File: config.mk
export PLATFORM = sky130hd
export DESIGN_NAME = bloom_filter_insert_unit
export DESIGN_NICKNAME = d
export VERILOG_FILES = /design/src/bfi_pkg.sv /design/src/bloom_filter_insert_unit.sv /design/src/bfi_queue.sv /design/src/bfi_front.sv /design/src/bfi_back.sv
export SDC_FILE = /design/constraint.sdc
export NUM_CORES = 2
export LEC_CHECK = 0
export BUFFER_PORTS_ARGS = -buffer_cell sky130_fd_sc_hd__buf_4
export CAP_MARGIN = 25
export CELL_PAD_IN_SITES_DETAIL_PLACEMENT = 1
export CELL_PAD_IN_SITES_GLOBAL_PLACEMENT = 1
export CORE_MARGIN = 4
export CORE_UTILIZATION = 30
export CTS_CLUSTER_DIAMETER = 200
export CTS_CLUSTER_SIZE = 30
export DETAILED_ROUTE_END_ITERATION = 6
export GPL_TIMING_DRIVEN = 0
export HOLD_SLACK_MARGIN = 0.06
export MAX_ROUTING_LAYER = met4
export PLACE_DENSITY = 0.61
export SLEW_MARGIN = 20
export SYNTH_ARGS = -nofsm -noshare
export SYNTH_HDL_FRONTEND = slang
export SYNTH_SLANG_ARGS = --single-unit
File: constraint.sdc
create_clock -name clk -period 13.7 [get_ports clk]
set_input_delay 2.74 -clock clk [delete_from_list [all_inputs] [get_ports clk]]
set_output_delay 2.74 -clock clk [all_outputs]
set_load 0.02 [all_outputs]
File: src/bfi_pkg.sv
// Shared types, constants and codes of the Bloom filter insert unit.
package bfi_pkg;

  localparam int FILTER_BITS  = 256;
  localparam int WORD_W       = 64;
  localparam int FILTER_WORDS = FILTER_BITS / WORD_W;
  localparam int POS_W        = $clog2(FILTER_BITS);
  localparam int KEY_W        = 32;
  localparam int COUNT_W      = 5;
  localparam int CFG_IDX_W    = 8;
  localparam int BYTES_PER_HASH = 8;
  localparam int MAX_HASHES   = 16;

  localparam logic [COUNT_W-1:0] COARSE_RESET = COUNT_W'(6);
  localparam logic [COUNT_W-1:0] FINE_RESET   = COUNT_W'(8);

  localparam logic [63:0] MIX_MULT  = 64'hc6a4a7935bd1e995;
  localparam logic [63:0] MIX_SEED  = MIX_MULT << 3;
  localparam int          MIX_SHIFT = 47;

  localparam int Q_DEPTH = 2;
  localparam int Q_PTR_W = $clog2(Q_DEPTH);
  localparam int Q_CNT_W = $clog2(Q_DEPTH + 1);

  // Command field codes.
  localparam logic [1:0] CMD_CLEAR  = 2'd0;
  localparam logic [1:0] CMD_INSERT = 2'd1;
  localparam logic [1:0] CMD_READ   = 2'd2;

  // Configuration register indexes.
  localparam logic [CFG_IDX_W-1:0] REG_COARSE = CFG_IDX_W'(0);
  localparam logic [CFG_IDX_W-1:0] REG_FINE   = CFG_IDX_W'(1);

  typedef enum logic [1:0] {
    OP_CLEAR,
    OP_INSERT,
    OP_READ
  } op_code_t;

  typedef struct packed {
    logic [1:0]       command;
    logic [KEY_W-1:0] key_value;
    logic             use_fine;
  } in_req_t;

  typedef struct packed {
    logic [WORD_W-1:0] filter_word3;
    logic [WORD_W-1:0] filter_word2;
    logic [WORD_W-1:0] filter_word1;
    logic [WORD_W-1:0] filter_word0;
  } out_req_t;

  // One classified request on its way from the front to the back.
  typedef struct packed {
    op_code_t         op;
    logic [KEY_W-1:0] key;
    logic [COUNT_W-1:0] count;
  } bfi_op_t;

endpackage

File: src/bloom_filter_insert_unit.sv
// Top level of the Bloom filter insert unit: front end, request queue and back end.
//
// Usage. Requests enter through a queue-style port: a request is taken at a rising
// edge where in_push is high and in_full is low. A request carries a command (clear,
// insert key or read filter), a 32-bit key and a flag that picks the fine or the
// coarse hash count. Reads return the four 64-bit filter words on out_data, which is
// valid while out_empty is low and is taken at an edge with out_pop high.
// The hash counts are written over the cfg_ port while the unit is idle; index 0 is
// the coarse count, index 1 the fine count, other indexes are ignored.
// A clear or a read is done as the back end takes it from the queue; a read result
// passes through the queue register and then the result register. An insert holds
// the back end while it hashes: after taking it from the queue, for each batch of up
// to eight filter bits it forms four 64-bit products on the single shared 32x32
// multiplier, each in a low, a middle and a high step, and then sets the bits.
// Requests that do nothing occupy no back-end time.
// Reset clears the filter, empties the queue and the result register and loads the
// default hash counts (six coarse, eight fine). If the receiver stalls, the result
// is held, the back end stops at the next read, and in_full rises once the queue fills.
module bloom_filter_insert_unit (
  input  logic                          clk,
  input  logic                          rst_n,
  input  logic                          in_push,
  output logic                          in_full,
  input  bfi_pkg::in_req_t              in_data,
  output logic                          out_empty,
  input  logic                          out_pop,
  output bfi_pkg::out_req_t             out_data,
  input  logic                          cfg_valid,
  output logic                          cfg_ready,
  input  logic [bfi_pkg::CFG_IDX_W-1:0] cfg_index,
  input  logic [bfi_pkg::COUNT_W-1:0]   cfg_data
);
  import bfi_pkg::*;

  logic    q_push;
  logic    q_full;
  logic    q_pop;
  logic    q_empty;
  bfi_op_t q_entry;
  bfi_op_t q_head;

  // Register writes are always taken at once.
  assign cfg_ready = 1'b1;

  // in_full follows the queue: a request that is dropped as a no-op still waits for room,
  // which keeps acceptance independent of the payload.
  assign in_full = q_full;

  bfi_front u_front (
    .clk       (clk),
    .rst_n     (rst_n),
    .in_push   (in_push),
    .in_data   (in_data),
    .cfg_valid (cfg_valid),
    .cfg_index (cfg_index),
    .cfg_data  (cfg_data),
    .q_full    (q_full),
    .q_push    (q_push),
    .q_entry   (q_entry)
  );

  bfi_queue u_queue (
    .clk        (clk),
    .rst_n      (rst_n),
    .push       (q_push),
    .push_entry (q_entry),
    .full       (q_full),
    .pop        (q_pop),
    .head       (q_head),
    .empty      (q_empty)
  );

  bfi_back u_back (
    .clk       (clk),
    .rst_n     (rst_n),
    .q_empty   (q_empty),
    .q_head    (q_head),
    .q_pop     (q_pop),
    .out_pop   (out_pop),
    .out_empty (out_empty),
    .out_data  (out_data)
  );

endmodule

File: src/bfi_queue.sv
// Short first-in first-out queue of classified requests between front and back.
module bfi_queue (
  input  logic            clk,
  input  logic            rst_n,
  input  logic            push,
  input  bfi_pkg::bfi_op_t push_entry,
  output logic            full,
  input  logic            pop,
  output bfi_pkg::bfi_op_t head,
  output logic            empty
);
  import bfi_pkg::*;

  bfi_op_t              entry_r [Q_DEPTH];
  logic [Q_PTR_W-1:0]   wr_ptr_r;
  logic [Q_PTR_W-1:0]   rd_ptr_r;
  logic [Q_CNT_W-1:0]   fill_r;
  logic                 do_push;
  logic                 do_pop;

  assign full    = (fill_r == Q_CNT_W'(Q_DEPTH));
  assign empty   = (fill_r == '0);
  assign head    = entry_r[rd_ptr_r];
  assign do_push = push && !full;
  assign do_pop  = pop && !empty;

  always_ff @(posedge clk) begin
    if (!rst_n) begin
      wr_ptr_r <= '0;
      rd_ptr_r <= '0;
      fill_r   <= '0;
    end else begin
      if (do_push) begin
        wr_ptr_r <= (wr_ptr_r == Q_PTR_W'(Q_DEPTH - 1)) ? '0 : wr_ptr_r + 1'b1;
      end
      if (do_pop) begin
        rd_ptr_r <= (rd_ptr_r == Q_PTR_W'(Q_DEPTH - 1)) ? '0 : rd_ptr_r + 1'b1;
      end
      if (do_push && !do_pop) begin
        fill_r <= fill_r + 1'b1;
      end else if (do_pop && !do_push) begin
        fill_r <= fill_r - 1'b1;
      end
    end
  end

  always_ff @(posedge clk) begin
    if (do_push) begin
      entry_r[wr_ptr_r] <= push_entry;
    end
  end

endmodule

File: src/bfi_front.sv
// Front end: hash count registers and classification of incoming requests.
module bfi_front (
  input  logic                          clk,
  input  logic                          rst_n,
  input  logic                          in_push,
  input  bfi_pkg::in_req_t              in_data,
  input  logic                          cfg_valid,
  input  logic [bfi_pkg::CFG_IDX_W-1:0] cfg_index,
  input  logic [bfi_pkg::COUNT_W-1:0]   cfg_data,
  input  logic                          q_full,
  output logic                          q_push,
  output bfi_pkg::bfi_op_t              q_entry
);
  import bfi_pkg::*;

  logic [COUNT_W-1:0] coarse_r;
  logic [COUNT_W-1:0] fine_r;
  logic [COUNT_W-1:0] raw_count;
  logic [COUNT_W-1:0] sat_count;
  logic               keep;

  always_ff @(posedge clk) begin
    if (!rst_n) begin
      coarse_r <= COARSE_RESET;
      fine_r   <= FINE_RESET;
    end else if (cfg_valid) begin
      if (cfg_index == REG_COARSE) begin
        coarse_r <= cfg_data;
      end else if (cfg_index == REG_FINE) begin
        fine_r <= cfg_data;
      end
    end
  end

  assign raw_count = in_data.use_fine ? fine_r : coarse_r;
  assign sat_count = (raw_count > COUNT_W'(MAX_HASHES)) ? COUNT_W'(MAX_HASHES) : raw_count;

  // Unused commands and inserts that set no bits never reach the back end.
  always_comb begin
    q_entry.key   = in_data.key_value;
    q_entry.count = sat_count;
    q_entry.op    = OP_CLEAR;
    keep          = 1'b0;
    case (in_data.command)
      CMD_CLEAR: begin
        q_entry.op = OP_CLEAR;
        keep       = 1'b1;
      end
      CMD_INSERT: begin
        q_entry.op = OP_INSERT;
        keep       = (sat_count != '0);
      end
      CMD_READ: begin
        q_entry.op = OP_READ;
        keep       = 1'b1;
      end
      default: begin
        keep = 1'b0;
      end
    endcase
  end

  assign q_push = in_push && !q_full && keep;

endmodule

File: src/bfi_back.sv
// Back end: iterative hash sequencer, filter register and result register.
module bfi_back (
  input  logic              clk,
  input  logic              rst_n,
  input  logic              q_empty,
  input  bfi_pkg::bfi_op_t  q_head,
  output logic              q_pop,
  input  logic              out_pop,
  output logic              out_empty,
  output bfi_pkg::out_req_t out_data
);
  import bfi_pkg::*;

  typedef enum logic [2:0] {
    ST_IDLE,
    ST_MUL_LO,
    ST_MUL_MID,
    ST_MUL_HI,
    ST_SET
  } state_t;

  state_t               state_r;
  logic [63:0]          v_r;
  logic [63:0]          p_r;
  logic [31:0]          c_r;
  logic [1:0]           phase_r;
  logic [COUNT_W-1:0]   remain_r;
  logic [FILTER_BITS-1:0] filter_r;
  logic                 out_valid_r;
  out_req_t             out_data_r;

  logic [31:0]          mul_a;
  logic [31:0]          mul_b;
  logic [63:0]          prod;
  logic [63:0]          mul_res;
  logic [63:0]          post_res;
  logic [COUNT_W-1:0]   batch;
  logic [FILTER_BITS-1:0] set_mask;

  // One shared 32x32 multiplier; a 64-bit product modulo 2^64 takes three steps.
  always_comb begin
    mul_a = v_r[31:0];
    mul_b = MIX_MULT[31:0];
    case (state_r)
      ST_MUL_MID: mul_b = MIX_MULT[63:32];
      ST_MUL_HI:  mul_a = v_r[63:32];
      default:    mul_b = MIX_MULT[31:0];
    endcase
  end

  assign prod    = 64'(mul_a) * 64'(mul_b);
  assign mul_res = {c_r + prod[31:0], p_r[31:0]};

  always_comb begin
    if (phase_r == 2'd1) begin
      post_res = mul_res ^ MIX_SEED;
    end else begin
      post_res = mul_res ^ (mul_res >> MIX_SHIFT);
    end
  end

  assign batch = (remain_r > COUNT_W'(BYTES_PER_HASH)) ? COUNT_W'(BYTES_PER_HASH) : remain_r;

  always_comb begin
    set_mask = '0;
    for (int n = 0; n < BYTES_PER_HASH; n++) begin
      if (COUNT_W'(n) < batch) begin
        set_mask[v_r[8*n +: POS_W]] = 1'b1;
      end
    end
  end

  assign q_pop = (state_r == ST_IDLE) && !q_empty &&
                 ((q_head.op != OP_READ) || !out_valid_r);

  always_ff @(posedge clk) begin
    if (!rst_n) begin
      state_r     <= ST_IDLE;
      filter_r    <= '0;
      out_valid_r <= 1'b0;
      phase_r     <= '0;
      remain_r    <= '0;
    end else begin
      if (out_pop && out_valid_r) begin
        out_valid_r <= 1'b0;
      end
      case (state_r)
        ST_IDLE: begin
          if (q_pop) begin
            case (q_head.op)
              OP_CLEAR: begin
                filter_r <= '0;
              end
              OP_INSERT: begin
                v_r      <= {32'd0, q_head.key};
                remain_r <= q_head.count;
                phase_r  <= '0;
                state_r  <= ST_MUL_LO;
              end
              OP_READ: begin
                out_valid_r <= 1'b1;
                out_data_r  <= filter_r;
              end
              default: begin
                state_r <= ST_IDLE;
              end
            endcase
          end
        end
        ST_MUL_LO: begin
          p_r     <= prod;
          state_r <= ST_MUL_MID;
        end
        ST_MUL_MID: begin
          c_r     <= p_r[63:32] + prod[31:0];
          state_r <= ST_MUL_HI;
        end
        ST_MUL_HI: begin
          v_r     <= post_res;
          phase_r <= phase_r + 1'b1;
          state_r <= (phase_r == 2'd3) ? ST_SET : ST_MUL_LO;
        end
        ST_SET: begin
          filter_r <= filter_r | set_mask;
          if (remain_r > COUNT_W'(BYTES_PER_HASH)) begin
            remain_r <= remain_r - COUNT_W'(BYTES_PER_HASH);
            phase_r  <= '0;
            state_r  <= ST_MUL_LO;
          end else begin
            state_r <= ST_IDLE;
          end
        end
        default: begin
          state_r <= ST_IDLE;
        end
      endcase
    end
  end

  assign out_empty = !out_valid_r;
  assign out_data  = out_data_r;

endmodule

==> flow_summary.json <==
{
  "multi_input_area_sq_um": 41000,
  "dp.cells": 10139,
  "yosys_warnings": 0,
  "fin_cells": 10232,
  "slowest_delay_ns": 0.79,
  "antenna_found_initial": 39,
  "finalSetupViolations": 0,
  "timing.reg2reg.setup_slack_ns": 0.37,
  "cp-start-kind": "flop",
  "yosys_most_used_dff": "edfxtp_1",
  "syn_area_sq_um": 65600,
  "path_clk_slew_ns": 0.13,
  "firstDrtPassIters": 7,
  "portBuffers": 309,
  "io_pins": 312,
  "min_to": "u_back.out_data[70]$_DFFE_PP_",
  "cap_violations": 0,
  "cts_max_path_buffers": 3,
  "timing.fmax_mhz": 75.0,
  "whs_path_depth": 0,
  "min_path_type": "reg2reg",
  "core_area_sq_um": 217000,
  "status": "finished with violations",
  "die-area_sq_um": 226000,
  "clock_sinks": 776,
  "synthDominantCellAreaShare_pct": 22.6,
  "stdcell_area_sq_um": 75000,
  "cp-end-kind": "flop",
  "regArea_sq_um": 20500,
  "yosysSeqAreaShare_pct": 31.2,
  "wl_per_cell_um": 42.8,
  "ys_ff_latch": 776,
  "tns_ns": 0,
  "route.top_layer_used": "met4",
  "cts_tree": "built",
  "postSynthCellCount": 6818,
  "yosys-top-cells-area": "edfxtp_1, fa_1, ha_1",
  "cts_root_buf": "clkbuf_16",
  "slowest_stage": "clkbuf_1",
  "min_period_ns": 13.33,
  "first_iter_violations": 7056,
  "drc_errors": 99,
  "htreeDepth": 1,
  "fillers": 24805,
  "wl_met2_mm": 205,
  "area_growth_pct": 14.2,
  "drt_wl_total_mm": 437,
  "initial_core_util_pct": 30.2,
  "grt-ovfl-total": 0,
  "wl_met1_mm": 169,
  "violations": "DRC",
  "max-slew-margin-rel_pct": 12.4,
  "vias": 61671,
  "worst_ep_required_time_ns": 14.21,
  "hold_path_startpoint": "u_back.filter_r[70]$_SDFFE_PN0P_",
  "grt_pass1_vias": 63183,
  "clk_latency_ns": 0.77,
  "cts-buffers-inserted": 30,
  "fin_nets": 8463,
  "drive_above_1_share_pct": 9.92,
  "grt_usage_pct": 38.9,
  "dp_hpwl_mm": 375,
  "via_per_inst": 6.03,
  "rows": 171,
  "fp.dieH_um": 476,
  "cp-startpoint": "u_back.state_r[1]$_SDFFE_PN0P_",
  "tightest_slew_ns": 1.30,
  "synth.distinct_cells": 90,
  "timing.final.crit_share_pct": 97.3,
  "r2r_start": "u_back.state_r[1]$_SDFFE_PN0P_",
  "fin_skew_ns": 0.0990,
  "slew_viol_final": 0,
  "syn_avg_cell_area_sq_um": 9.63,
  "final_antenna_net_count": 0,
  "dpl_cell_area_sq_um": 73800,
  "finalHoldViolCount": 0,
  "rr_worst_depth": 40,
  "async_flop_share_pct": 0,
  "synth_edf_count": 494,
  "gp_congestion": 1.09,
  "cp_max_fo": 10,
  "r2r-end": "u_back.c_r[31]$_DFFE_PP_",
  "wl_met3_mm": 27.2,
  "critical_path_class": "reg2reg",
  "synth_top_cell_by_area": "edfxtp_1",
  "grt_pass1_wl_mm": 578,
  "cp.arrival_ns": 13.84,
  "grt_max_degree": 62,
  "die_w_um": 476
}
==> layout by cell type (no fill, tap or decap), types with 38 or more instances in the layout <==
cell type and count:
a21o_1 61, a21oi_1 475, a221oi_1 163, a222oi_1 173, a22oi_1 136, and2_1 46
buf_4 388, buf_6 39, clkbuf_1 388, clkbuf_2 38, dfxtp_1 282, edfxtp_1 494
fa_1 612, ha_1 473, inv_1 841, mux2i_1 57, nand2_1 402, nand2b_1 56
nand3_1 105, nor2_1 597, nor2b_1 90, nor3_1 73, nor3_2 59, o2111ai_1 73
o211ai_1 110, o21ai_0 171, o22ai_1 197, xnor2_1 103, xor2_1 51
==> worst max path at each step <==
stage,end,slack [ns],depth (start not counted)
2_1_floorplan,u_back.v_r[16]$_DFFE_PP_,3.75,40
3_3_place_gp,u_back.c_r[31]$_DFFE_PP_,-0.87,39
3_5_place_dp,u_back.v_r[16]$_DFFE_PP_,-0.34,38
4_1_cts,u_back.v_r[16]$_DFFE_PP_,0.07,38
5_1_grt,u_back.v_r[14]$_DFFE_PP_,-0.008,40
6_report,u_back.c_r[31]$_DFFE_PP_,0.37,40
==> metal layers <==
metal	GRT usage, %	vias up
li1	-	25444
met1	44.9	32202
met2	63.0	3028
met3	6.64	997
met4	24.9	0
met5	-	-
==> metrics by stage <==
step	utilization, %	hold slack, ns	setup slack, ns
after detailed placement	34.0	0.414	-0.341
final	34.5	0.434	0.373
after floorplan	-	0.409	3.75
after global placement	32.9	0.419	-0.866
after CTS	34.4	0.439	0.0698
after global routing	34.5	0.443	-0.00796
==> synth_stat cells, types with 106 or more instances <==
cell        n
inv_1     841
dfxtp_1   282
nand3_1   106
o21ai_0   184
a21oi_1   475
ha_1      473
a221oi_1  163
edfxtp_1  494
clkbuf_1  405
nor3_1    132
a22oi_1   136
a222oi_1  173
nor2_1    626
o22ai_1   197
nand2_1   406
o211ai_1  110
fa_1      612
==> flip-flops by register name (all words and copies together) (netlist names), named ones only <==
signal,cells
u_back.out_data,256
u_back.p_r,64
u_front.fine_r,5
u_back.out_valid_r,1
u_queue.entry_r,78
u_queue.wr_ptr_r,1
u_back.state_r,3
u_queue.rd_ptr_r,1
u_back.filter_r,256
u_back.v_r,64
u_back.phase_r,2
u_queue.fill_r,2
u_back.remain_r,5
u_back.c_r,32
u_front.coarse_r,5
==> final cells by class <==
type                       count  area share, %
timing repair buffer         470           5.43
multi-input combinational   4770           54.7
antenna                       29         0.0968
sequential                   776           27.3
inverter                     846           4.24
buffer                       431           2.24
tap                         2854           4.76
clock buffer                  52           1.14
clock inverter                 4          0.115
==> worst max-delay path: cells and delay by family (launching register included) <==
| kind | cells | cell delay (ns) |
|---|---|---|
| XOR/XNOR | 2 | 0.77 |
| AO/OA/AOI/OAI | 9 | 2.74 |
| adder cells (fa/ha/maj) | 10 | 4.31 |
| AND/OR/NAND/NOR | 7 | 1.44 |
| buffers and inverters | 12 | 3.27 |
| flip-flops | 1 | 0.46 |
==> cells by family after synthesis <==
logic type / after synthesis / synth area share, %
AO/OA/AOI/OAI: 1816 / 19.3
other: 2 / 0.0114
XOR/XNOR: 161 / 2.17
multiplexers: 69 / 1.06
flip-flops: 776 / 31.2
AND/OR/NAND/NOR: 1632 / 11.3
buffers and inverters: 1277 / 7.31
adder cells (fa/ha/maj): 1085 / 27.7
==> repair_timing <==
item                                    4_1_cts  5_1_grt
hold buffers                                  0        0
resized for setup                             3       11
endpoints found under the setup margin       10        7
setup buffers                                 0        0
Power is left out: the tool's default activity adds up to more than one toggle a clock period on the data nets, which glitch-free logic cannot reach.
